**src/design/vlt_pkg.sv**
```systemverilog
// Package for the voxel line traversal core: field widths, limits and
// the transaction and job structures shared by every module.
// No dependencies.
package vlt_pkg;

   // Voxel index width per axis
   localparam int COORD_BITS  = 10;
   localparam int NUM_AXES    = 3;
   // Longest Manhattan span that is walked; longer lines give one flagged result
   localparam int MAX_SPAN    = 63;
   localparam int MAG_BITS    = $clog2(MAX_SPAN + 1);
   localparam int SPAN_BITS   = COORD_BITS + 2;
   localparam int PROD_BITS   = 2 * MAG_BITS;
   // Crossing times stay below 3 * 21^3, so 16 bits never wrap
   localparam int ACC_BITS    = 16;
   localparam int QUEUE_DEPTH = 2;
   localparam int QPTR_BITS   = $clog2(QUEUE_DEPTH);
   localparam int QCNT_BITS   = $clog2(QUEUE_DEPTH + 1);

   typedef logic [COORD_BITS-1:0] coord_type;

   typedef struct packed {
      coord_type start_x;
      coord_type start_y;
      coord_type start_z;
      coord_type end_x;
      coord_type end_y;
      coord_type end_z;
   } req_type;

   typedef struct packed {
      coord_type cell_x;
      coord_type cell_y;
      coord_type cell_z;
      logic      last_cell;
      logic      span_too_long;
   } rsp_type;

   // One classified line, as handed from the front end to the walker
   typedef struct packed {
      logic [NUM_AXES-1:0][COORD_BITS-1:0] start;
      logic [NUM_AXES-1:0][COORD_BITS-1:0] target;
      logic [NUM_AXES-1:0]                 active;
      logic [NUM_AXES-1:0]                 down;
      logic [NUM_AXES-1:0][PROD_BITS-1:0]  first_cross;
      logic                                too_long;
   } job_type;

   // Queue status seen by both ends
   typedef struct packed {
      logic empty;
      logic full;
   } qstat_type;

endpackage

```
**src/design/voxel_line_traversal_core.sv**
```systemverilog
// Top level of the voxel line traversal core: front end, job queue and walker.
// Depends on vlt_pkg, vlt_front, vlt_queue and vlt_walker.
//
//   channel | ports                            | carries
//   --------+----------------------------------+--------------------------------
//   request | req_valid, req_stall, req_data   | start and end voxel of one line
//   result  | rsp_valid, rsp_stall, rsp_data   | one visited voxel, last/overlong
//
// The walker emits one voxel per cycle while rsp_stall does not hold it, so a
// line of Manhattan span S gives at most S + 1 results, fewer where axes step
// together; an overlong line gives a single result.
// After the request is taken, the job is first written into the queue and
// is then loaded into the result register once the walker is free.
// Lines follow back to back.
// Reset clears the queue, the walker and the result valid.
// req_stall rises only while the two-entry job queue is full; rsp_stall holds
// the walker in place.
module voxel_line_traversal_core
   import vlt_pkg::*;
#(
   parameter int SPAN_LIMIT = MAX_SPAN
)
(
   input  logic    clock,
   input  logic    reset,
   input  logic    req_valid,
   output logic    req_stall,
   input  req_type req_data,
   output logic    rsp_valid,
   input  logic    rsp_stall,
   output rsp_type rsp_data
);

   qstat_type q_stat;
   logic      push;
   job_type   push_job;
   logic      pop;
   job_type   pop_job;

   vlt_front #(
      .SPAN_LIMIT (SPAN_LIMIT)
   ) u_front (
      .req_valid (req_valid),
      .req_stall (req_stall),
      .req_data  (req_data),
      .q_stat    (q_stat),
      .push      (push),
      .push_job  (push_job)
   );

   vlt_queue u_queue (
      .clock    (clock),
      .reset    (reset),
      .push     (push),
      .push_job (push_job),
      .pop      (pop),
      .pop_job  (pop_job),
      .q_stat   (q_stat)
   );

   vlt_walker u_walker (
      .clock     (clock),
      .reset     (reset),
      .pop_job   (pop_job),
      .q_stat    (q_stat),
      .pop       (pop),
      .rsp_valid (rsp_valid),
      .rsp_stall (rsp_stall),
      .rsp_data  (rsp_data)
   );

endmodule

```
**src/design/vlt_front.sv**
```systemverilog
// Front end of the voxel line traversal core: accepts line transactions,
// works out direction, span and the first crossing time of each axis.
// Depends on vlt_pkg.
module vlt_front
   import vlt_pkg::*;
#(
   parameter int SPAN_LIMIT = MAX_SPAN
)
(
   input  logic      req_valid,
   output logic      req_stall,
   input  req_type   req_data,
   input  qstat_type q_stat,
   output logic      push,
   output job_type   push_job
);

   logic [NUM_AXES-1:0][COORD_BITS-1:0] s_c;
   logic [NUM_AXES-1:0][COORD_BITS-1:0] t_c;
   logic [NUM_AXES-1:0][COORD_BITS-1:0] mag;
   logic [NUM_AXES-1:0][MAG_BITS-1:0]   opnd;
   logic [SPAN_BITS-1:0]                span;

   // Hold off the requester while the queue is full
   assign req_stall = q_stat.full;
   assign push      = req_valid && !q_stat.full;

   always_comb begin
      s_c = {req_data.start_z, req_data.start_y, req_data.start_x};
      t_c = {req_data.end_z, req_data.end_y, req_data.end_x};
      span = '0;
      // Direction and distance per axis
      for (int i = 0; i < NUM_AXES; i++) begin
         push_job.active[i] = (t_c[i] != s_c[i]);
         push_job.down[i]   = (t_c[i] < s_c[i]);
         mag[i] = push_job.down[i] ? (s_c[i] - t_c[i]) : (t_c[i] - s_c[i]);
         span   = span + SPAN_BITS'(mag[i]);
         // An idle axis counts as one in the product of spans
         opnd[i] = push_job.active[i] ? mag[i][MAG_BITS-1:0] : MAG_BITS'(1);
      end
      push_job.start    = s_c;
      push_job.target   = t_c;
      push_job.too_long = (span > SPAN_BITS'(SPAN_LIMIT));
      // First crossing of axis a sits at P / m_a: the product of the other spans
      push_job.first_cross[0] = PROD_BITS'(opnd[1] * opnd[2]);
      push_job.first_cross[1] = PROD_BITS'(opnd[0] * opnd[2]);
      push_job.first_cross[2] = PROD_BITS'(opnd[0] * opnd[1]);
   end

endmodule

```
**src/design/vlt_queue.sv**
```systemverilog
// Short job queue between the front end and the walker.
// Depends on vlt_pkg.
module vlt_queue
   import vlt_pkg::*;
(
   input  logic      clock,
   input  logic      reset,
   input  logic      push,
   input  job_type   push_job,
   input  logic      pop,
   output job_type   pop_job,
   output qstat_type q_stat
);

   job_type                mem_ff [QUEUE_DEPTH];
   logic [QPTR_BITS-1:0]   wr_ptr_ff, wr_ptr_in;
   logic [QPTR_BITS-1:0]   rd_ptr_ff, rd_ptr_in;
   logic [QCNT_BITS-1:0]   count_ff, count_in;
   logic                   do_push, do_pop;

   assign q_stat.empty = (count_ff == '0);
   assign q_stat.full  = (count_ff == QCNT_BITS'(QUEUE_DEPTH));
   assign do_push      = push && !q_stat.full;
   assign do_pop       = pop && !q_stat.empty;
   assign pop_job      = mem_ff[rd_ptr_ff];

   // Advance pointers and occupancy
   always_comb begin
      wr_ptr_in = wr_ptr_ff;
      rd_ptr_in = rd_ptr_ff;
      count_in  = count_ff;
      if (do_push) begin
         wr_ptr_in = (wr_ptr_ff == QPTR_BITS'(QUEUE_DEPTH - 1)) ? '0 : wr_ptr_ff + 1'b1;
      end
      if (do_pop) begin
         rd_ptr_in = (rd_ptr_ff == QPTR_BITS'(QUEUE_DEPTH - 1)) ? '0 : rd_ptr_ff + 1'b1;
      end
      if (do_push && !do_pop) begin
         count_in = count_ff + 1'b1;
      end else if (do_pop && !do_push) begin
         count_in = count_ff - 1'b1;
      end
   end

   always_ff @(posedge clock) begin
      if (reset) begin
         wr_ptr_ff <= '0;
         rd_ptr_ff <= '0;
         count_ff  <= '0;
      end else begin
         wr_ptr_ff <= wr_ptr_in;
         rd_ptr_ff <= rd_ptr_in;
         count_ff  <= count_in;
      end
   end

   // Store entries
   always_ff @(posedge clock) begin
      if (do_push) begin
         mem_ff[wr_ptr_ff] <= push_job;
      end
   end

endmodule

```
**src/design/vlt_walker.sv**
```systemverilog
// Back end of the voxel line traversal core: steps a line one voxel per
// cycle while the result is not stalled, with integer crossing accumulators,
// and drives the result register. Depends on vlt_pkg.
module vlt_walker
   import vlt_pkg::*;
(
   input  logic      clock,
   input  logic      reset,
   input  job_type   pop_job,
   input  qstat_type q_stat,
   output logic      pop,
   output logic      rsp_valid,
   input  logic      rsp_stall,
   output rsp_type   rsp_data
);

   logic                                busy_ff, busy_in;
   logic [NUM_AXES-1:0][COORD_BITS-1:0] cur_ff, cur_in;
   logic [NUM_AXES-1:0][COORD_BITS-1:0] tgt_ff, tgt_in;
   logic [NUM_AXES-1:0]                 active_ff, active_in;
   logic [NUM_AXES-1:0]                 down_ff, down_in;
   logic [NUM_AXES-1:0][ACC_BITS-1:0]   acc_ff, acc_in;
   logic [NUM_AXES-1:0][ACC_BITS-1:0]   inc_ff, inc_in;
   logic                                rsp_valid_ff, rsp_valid_in;
   rsp_type                             rsp_data_ff, rsp_data_in;

   logic                                out_free;
   logic [NUM_AXES-1:0]                 eligible;
   logic [NUM_AXES-1:0]                 step_mask;
   logic [NUM_AXES-1:0][COORD_BITS-1:0] nxt_cur;
   logic                                nxt_at;
   logic                                is_min;

   assign out_free  = !rsp_valid_ff || !rsp_stall;
   assign pop       = out_free && !busy_ff && !q_stat.empty;
   assign rsp_valid = rsp_valid_ff;
   assign rsp_data  = rsp_data_ff;

   // Pick the axes whose next crossing is the earliest; ties step together
   always_comb begin
      for (int i = 0; i < NUM_AXES; i++) begin
         eligible[i] = active_ff[i] && (cur_ff[i] != tgt_ff[i]);
      end
      for (int i = 0; i < NUM_AXES; i++) begin
         is_min = 1'b1;
         for (int j = 0; j < NUM_AXES; j++) begin
            if (j != i && eligible[j] && (acc_ff[j] < acc_ff[i])) begin
               is_min = 1'b0;
            end
         end
         step_mask[i] = eligible[i] && is_min;
         if (!step_mask[i]) begin
            nxt_cur[i] = cur_ff[i];
         end else if (down_ff[i]) begin
            nxt_cur[i] = cur_ff[i] - COORD_BITS'(1);
         end else begin
            nxt_cur[i] = cur_ff[i] + COORD_BITS'(1);
         end
      end
      nxt_at = (nxt_cur == tgt_ff);
   end

   // Load a new line, advance the current one, or hold while stalled
   always_comb begin
      busy_in      = busy_ff;
      cur_in       = cur_ff;
      tgt_in       = tgt_ff;
      active_in    = active_ff;
      down_in      = down_ff;
      acc_in       = acc_ff;
      inc_in       = inc_ff;
      rsp_valid_in = rsp_valid_ff;
      rsp_data_in  = rsp_data_ff;
      if (out_free) begin
         rsp_valid_in = 1'b0;
         if (busy_ff) begin
            for (int i = 0; i < NUM_AXES; i++) begin
               if (step_mask[i]) begin
                  acc_in[i] = acc_ff[i] + inc_ff[i];
               end
            end
            cur_in                    = nxt_cur;
            busy_in                   = !nxt_at;
            rsp_valid_in              = 1'b1;
            rsp_data_in.cell_x        = nxt_cur[0];
            rsp_data_in.cell_y        = nxt_cur[1];
            rsp_data_in.cell_z        = nxt_cur[2];
            rsp_data_in.last_cell     = nxt_at;
            rsp_data_in.span_too_long = 1'b0;
         end else if (!q_stat.empty) begin
            rsp_valid_in = 1'b1;
            if (pop_job.too_long) begin
               // Overlong line: one flagged result at the origin
               busy_in                   = 1'b0;
               rsp_data_in.cell_x        = '0;
               rsp_data_in.cell_y        = '0;
               rsp_data_in.cell_z        = '0;
               rsp_data_in.last_cell     = 1'b1;
               rsp_data_in.span_too_long = 1'b1;
            end else begin
               for (int i = 0; i < NUM_AXES; i++) begin
                  acc_in[i] = ACC_BITS'(pop_job.first_cross[i]);
                  inc_in[i] = ACC_BITS'({pop_job.first_cross[i], 1'b0});
               end
               cur_in                    = pop_job.start;
               tgt_in                    = pop_job.target;
               active_in                 = pop_job.active;
               down_in                   = pop_job.down;
               busy_in                   = (pop_job.start != pop_job.target);
               rsp_data_in.cell_x        = pop_job.start[0];
               rsp_data_in.cell_y        = pop_job.start[1];
               rsp_data_in.cell_z        = pop_job.start[2];
               rsp_data_in.last_cell     = (pop_job.start == pop_job.target);
               rsp_data_in.span_too_long = 1'b0;
            end
         end
      end
   end

   always_ff @(posedge clock) begin
      if (reset) begin
         busy_ff      <= 1'b0;
         rsp_valid_ff <= 1'b0;
      end else begin
         busy_ff      <= busy_in;
         rsp_valid_ff <= rsp_valid_in;
      end
   end

   always_ff @(posedge clock) begin
      cur_ff      <= cur_in;
      tgt_ff      <= tgt_in;
      active_ff   <= active_in;
      down_ff     <= down_in;
      acc_ff      <= acc_in;
      inc_ff      <= inc_in;
      rsp_data_ff <= rsp_data_in;
   end

`ifndef SYNTHESIS
   // A line in progress has not yet reached its end voxel
   a_busy_not_at_end: assert property (@(posedge clock) disable iff (reset)
      busy_ff |-> (cur_ff != tgt_ff))
      else $error("walker busy at its end voxel");

   // A line in progress always has an axis to step
   a_busy_steps: assert property (@(posedge clock) disable iff (reset)
      busy_ff |-> (step_mask != '0))
      else $error("walker busy with no axis to step");

   // A flagged result is the single last result at the origin
   a_too_long_shape: assert property (@(posedge clock) disable iff (reset)
      (rsp_valid_ff && rsp_data_ff.span_too_long) |->
         (rsp_data_ff.last_cell && rsp_data_ff.cell_x == '0 &&
          rsp_data_ff.cell_y == '0 && rsp_data_ff.cell_z == '0))
      else $error("malformed overlong result");

   // A stalled result freezes the walk
   a_stall_holds_walk: assert property (@(posedge clock) disable iff (reset)
      (busy_ff && !out_free) |=> (busy_ff && $stable(cur_ff) && $stable(acc_ff)))
      else $error("walk advanced under stall");
`endif

endmodule
```
**config.mk**
```make
export PLATFORM = sky130hd
export DESIGN_NAME = voxel_line_traversal_core
export DESIGN_NICKNAME = d
export VERILOG_FILES = /design/src/design/vlt_pkg.sv /design/src/design/voxel_line_traversal_core.sv /design/src/design/vlt_front.sv /design/src/design/vlt_queue.sv /design/src/design/vlt_walker.sv
export SDC_FILE = /design/constraint.sdc
export NUM_CORES = 1
export LEC_CHECK = 0
export BUFFER_PORTS_ARGS = -buffer_cell sky130_fd_sc_hd__buf_2
export CAP_MARGIN = 20
export CORE_MARGIN = 2
export CORE_UTILIZATION = 43
export DETAILED_ROUTE_END_ITERATION = 10
export GPL_TIMING_DRIVEN = 0
export PLACE_DENSITY = 0.64
export SYNTH_ARGS = -nofsm -noshare
export SYNTH_HDL_FRONTEND = slang
export SYNTH_SLANG_ARGS = --single-unit
```
**constraint.sdc**
```tcl
create_clock -name clock -period 11.8 [get_ports clock]
set_input_delay 0 -clock clock [delete_from_list [all_inputs] [get_ports clock]]
set_output_delay 0 -clock clock [all_outputs]
set_load 0.02 [all_outputs]
```
After elaboration in Yosys (flattened, before gate mapping)
Memory sizes are Yosys's and may differ from the RTL's. A register that Yosys moved wholly into a read port is not among the register bits.
Cells that the tools add are included.
Cells by class
  multiplexer cells: 43
  reduce and logical (&&, ||, !) cells: 36
  add/sub/neg operators: 21
  multiply operators: 3
  bitwise operators: 3
  equality and inequality tests: 15
  magnitude comparators: 10
Operators with widths (count)
  $mux 48: 3
  $lt 16x16->1: 6
  $mux 32: 3
  $mux 10: 9
  $mux 30: 3
  $eq 30x30->1: 2
  $ne 10x10->1: 6
  $sub 10x10->10: 6
  $add 16x13->16: 3
  $mux 16: 3
  $mul 6x6->12: 3
  $add 10x1->10 const B: 3
  $lt 10x10->1: 3
  $ne 30x30->1: 1
  $sub 10x1->10 const B: 3
  $logic_and 1x1->1: 19
  $mux 6: 3
  $mux 1: 17
  $reduce_and 4->1: 4
  $add 12x10->12: 1
  $gt 12x6->1 const B: 1
  $add 10x10->11: 1
  $logic_not 1->1: 8
  $ne 2x2->1 const B: 4
  12 further kinds: 16
Word-level totals
  output and inout bits: 34
  RAM bits: 206
  memories kept: 1
  flip-flop bits (word level): 188
Memory list
  u_queue.mem_ff: depth 2, bits a word 103, read ports 1, clocked after Yosys merged registers in 1, wr ports 1, line vlt_queue.sv:15  | job_type mem_ff [QUEUE_DEPTH];

Logic depth before layout (Yosys ltp)
  word-level depth: 10
  depth in mapped cells: 31
  mapped depth without buffers: 30

Cells and area by module
Synthesis repeated with hierarchy kept, for this count alone.
Second synthesis, totals
  cells, all modules: 2382
  area, all modules: 26885.8 µm²
Modules (own cells, without submodules)
  vlt_walker: cells an instance 1162, times used 1, area an instance 12226.7 µm²
  vlt_queue: cells an instance 345, times used 1, area an instance 7664.9 µm²
  vlt_front: cells an instance 875, times used 1, area an instance 6994.2 µm²

Worst setup path before layout
OpenSTA, ideal clock, no wires.
  path kind: input port to flip-flop
  from: input port req_data[0] (netlist bit)
  to: memory u_queue.mem_ff[0][24] (netlist bit), data pin
  setup time: 0.262 ns
  data required time: 11.538 ns
  slack: 6.014 ns
  arrival: 5.524 ns
  path buffers: 1
  stages: 29
  cell sequence: inv_1 ha_1 inv_1 fa_1 a21o_1 a21o_1 a21oi_1 o21ai_0 o211ai_1 o21ai_1 mux2_2 o21ai_0 a21oi_1 mux2i_1 clkbuf_1 o21ai_0 fa_1 fa_1 fa_1 inv_1 ha_1 a21oi_1 nor2_1 nor2_1 o21bai_1 a21oi_1 o21bai_1 a21oi_1 xnor2_1
RTL lines
  start: declaration: line voxel_line_traversal_core.sv:28  | input req_type req_data,
  end: declaration: line vlt_queue.sv:15

==> results.py <==
metrics = {
    "run_status": {
        "outcome": "finished clean",
    },
    "critical_path": {
        "crit_path_max_incr_delay_ns": 0.57,
        "slowest_cp_cell": "fa_1",
        "critPathKind": "input port to flop",
        "cp.buffers_inverters": 6,
        "critPathLaunchType": "input port",
        "critPathRequiredTime_ns": 12.07,
        "cp_max_fo": 10,
        "cell_type_group_with_the_largest_total_delay_on_the_critical_path": "compound AO/OA/AOI/OAI gates",
        "critPathArrivalTime_ns": 7.41,
        "crit_path_end_kind": "flop",
        "critPathMostFrequentCell": "a21oi_1",
    },
    "logic_synthesis": {
        "avg_inst_size_synth_um2": 11.6,
        "yosys_warnings": 0,
        "yosys.area.top_type_share_pct": 45.7,
        "synth_most_common_cell": "edfxtp_1",
        "synth_nets": 2579,
        "synth_top_cell_by_area": "edfxtp_1",
        "synth-edff-count": 388,
        "yosys.cell_types.count": 75,
        "post_synth_instance_area_um2": 25500,
        "synth_async_sr_flop_share_pct": 0,
        "ys_ff_latch": 395,
        "yosys-top-cells-area": "edfxtp_1, ha_1, fa_1",
        "synth_cells": 2204,
        "synth-seq-area-share_pct": 46.3,
        "ys_dominant_reg_cell": "edfxtp_1",
        "netlist_top_cells_count": "edfxtp_1, ha_1, inv_1, nor2_1, xnor2_1",
    },
    "pwr": {
        "vdd_drop_max_mv": 0.132,
        "power.density_cell_area_nw_per_um2": 212,
        "standby_leakage_power_nw": 11.8,
    },
    "clocking": {
        "clk_path_buf_depth": 3,
        "cts-buffers-inserted": 39,
        "source_to_sink_clock_delay_at_the_later_pin_of_the_worst_skew_pair_ns": 0.56,
        "cts_num_sinks": 395,
        "cts_post_setup_buffers_inserted": 0,
        "postCtsHoldBufs": 64,
        "clk_root_buffer_cell": "clkbuf_16",
        "cts_htree_levels": 2,
        "cts-resized-gates": 0,
        "cts_tree": "yes",
        "cts.clk_slew.worst_paths_ns": 0.06,
    },
    "floorplan": {
        "chipHeight_um": 247,
        "initial_utilization_pct": 43.3,
        "floorplan.die.width_um": 247,
        "rows": 89,
        "placeableCoreArea_um2": 58800,
        "count_of_pins_on_the_block_boundary": 98,
        "die-area_um2": 61200,
    },
    "placement": {
        "globalplace.congestion": 0.922,
        "detailedPlacementHpwl_um": 50900,
        "dp_slack_ns": 4.74,
        "port_buffers": 97,
    },
    "grt": {
        "wire_length_of_the_first_global_routing_pass_um": 99900,
        "grtUsageTotal_pct": 21.4,
        "grt_pass1_vias": 17200,
        "antenna_violations_before_repair": 0,
        "grt_start_max_net_pins": 57,
        "grt_overflow": 0,
    },
    "timing": {
        "pins_over_their_slew_limit": 0,
        "rsz0062_at_grt": "no",
        "final_report_hold_violation_count": 0,
        "timing.slew.headroom_pct": 35.2,
        "max_freq_ghz": 0.140,
        "setup_viol_count_final": 0,
        "shortest_period_the_worst_path_allows_ns": 7.14,
        "worst-slew-pin-transition_ns": 0.964,
        "final.setup_skew_ns": 0.0357,
        "final.setup.tns_ns": 0,
        "final.setup.worst_slack_ns": 4.66,
        "layout_worst_path_cycle_share_pct": 60.5,
    },
    "routing": {
        "wl_um": 65200,
        "drt-vias-per-instance": 5.35,
        "vias": 17200,
        "detail_route.drc_violations": 0,
        "drtAntennaViolNets": 0,
        "detail_route.iter0.violations": 1082,
        "firstDrtPassIters": 5,
        "routed_wire_length_per_instance_um": 20.3,
    },
    "job": {
        "drv.max_cap_violation_count": 0,
    },
    "layout": {
        "footprint_of_the_multi_input_gates_um2": 12600,
        "layout.nets": 2792,
        "drive_gt1_share_pct": 11.2,
        "fillCellCount": 5281,
        "synthToLayoutAreaGrowth_pct": 14.1,
        "sequential_cell_area_um2": 11800,
    },
    "min_path": {
        "min_path_type": "input port to flop",
    },
}
==> layer usage <==
metal  share of wire, %  up-vias  track usage [%]  routed length, µm
met5                  0        -                0                  0
met1                 48     8414             31.5              31300
li1                   -     8276                -                  -
met2                 44      429             33.2              28900
met3                4.9      106             2.48               3190
met4                2.8        0             6.25               1840
==> cell type report <==
type | instances | area share [%]
inverter | 239 | 3.09
multi-input combinational | 1523 | 43.5
sequential | 395 | 40.6
tap | 773 | 3.33
clock inverter | 18 | 0.680
timing repair buffer | 172 | 4.63
clock buffer | 49 | 3.56
antenna | 2 | 0.0172
buffer | 47 | 0.616
==> logic make-up (layout without fill, tap and decap cells) <==
family | count (synthesis) | count (layout) | share of synthesized area, %
DFF | 395 | 395 | 46.3
other | 0 | 2 | 0
AOI/OAI and AO/OA | 395 | 395 | 10.1
xor gates and xnor gates | 185 | 185 | 6.36
buffers and inverters | 286 | 525 | 4.22
adders and majority gates | 311 | 311 | 17.2
and+or+nand+nor | 458 | 458 | 8.51
muxes | 174 | 174 | 7.29
==> per-stage QoR <==
stage / util (%) / std cells / cell area, µm² / total power, W / hold WS, ns
after floorplan: - / 2204 / 25500 / 0.00413 / 0.0691
final: 49.4 / 3218 / 29100 / 0.00617 / 0.217
after global placement: 45.8 / 3074 / 26900 / 0.00486 / 0.226
after CTS: 49.4 / 3216 / 29100 / 0.00620 / 0.182
after global routing: 49.4 / 3216 / 29100 / 0.00660 / 0.213
after detailed placement: 46.2 / 3085 / 27200 / 0.00493 / 0.233
==> worst reg2reg max path: stages, from the launching register on <==
cell	delay, ns
dfxtp_1	0.31
clkbuf_1	0.17
buf_1	0.51
buf_1	0.64
mux2i_1	0.53
xnor2_1	0.25
nor4_1	0.61
nand4_1	0.17
o21bai_1	0.45
nor2_1	0.07
a31oi_1	0.16
a21oi_1	0.08
dlygate4sd3_1	0.57
==> final timing paths <==
| path | start | to | slack [ns] | cells after the start |
|---|---|---|---|---|
| worst max-delay path | req_data[0] | u_queue.mem_ff[0][24]$_DFFE_PP_ | 4.66 | 31 |
| worst min-delay path | req_data[9] | u_queue.mem_ff[1][72]$_DFFE_PP_ | 0.22 | 2 |
| worst max register to register | flop | u_walker.busy_ff$_SDFFE_PP0N_ | 7.13 | 12 |
| worst min register to register | u_queue.rd_ptr_ff$_SDFFE_PP0P_ | u_queue.rd_ptr_ff$_SDFFE_PP0P_ | 0.51 | 2 |
==> placed cells by master, fill, tap and decap left out, types with 44 or more instances in the layout <==
cell type and count:
edfxtp_1 388, ha_1 246, inv_1 236, nor2_1 165
xnor2_1 136, a21oi_1 128, nand2_1 110, buf_2 99
mux2_2 91, mux2i_1 81, o21ai_0 72, fa_1 65
dlygate4sd3_1 64, nor2b_1 51, xor2_1 49, clkbuf_1 44
==> report_power, final <==
part	switching, W	internal, W	total [W]
logic	0.00169	0.00111	0.00280
registers	0.0000708	0.00207	0.00214
clock network	0.000524	0.000708	0.00123
total	0.00228	0.00389	0.00617
==> state kept, by name, summed over array words and instances, names as in the netlist, named ones only <==
signal and flops:
u_queue.count_ff 2, u_queue.mem_ff 206, u_queue.rd_ptr_ff 1, u_queue.wr_ptr_ff 1, u_walker.acc_ff 48, u_walker.active_ff 3
u_walker.busy_ff 1, u_walker.cur_ff 30, u_walker.down_ff 3, u_walker.inc_ff 36, u_walker.rsp_data 32, u_walker.rsp_valid 1
u_walker.tgt_ff 30
Note: power is estimated with default switching activity, not from simulation.
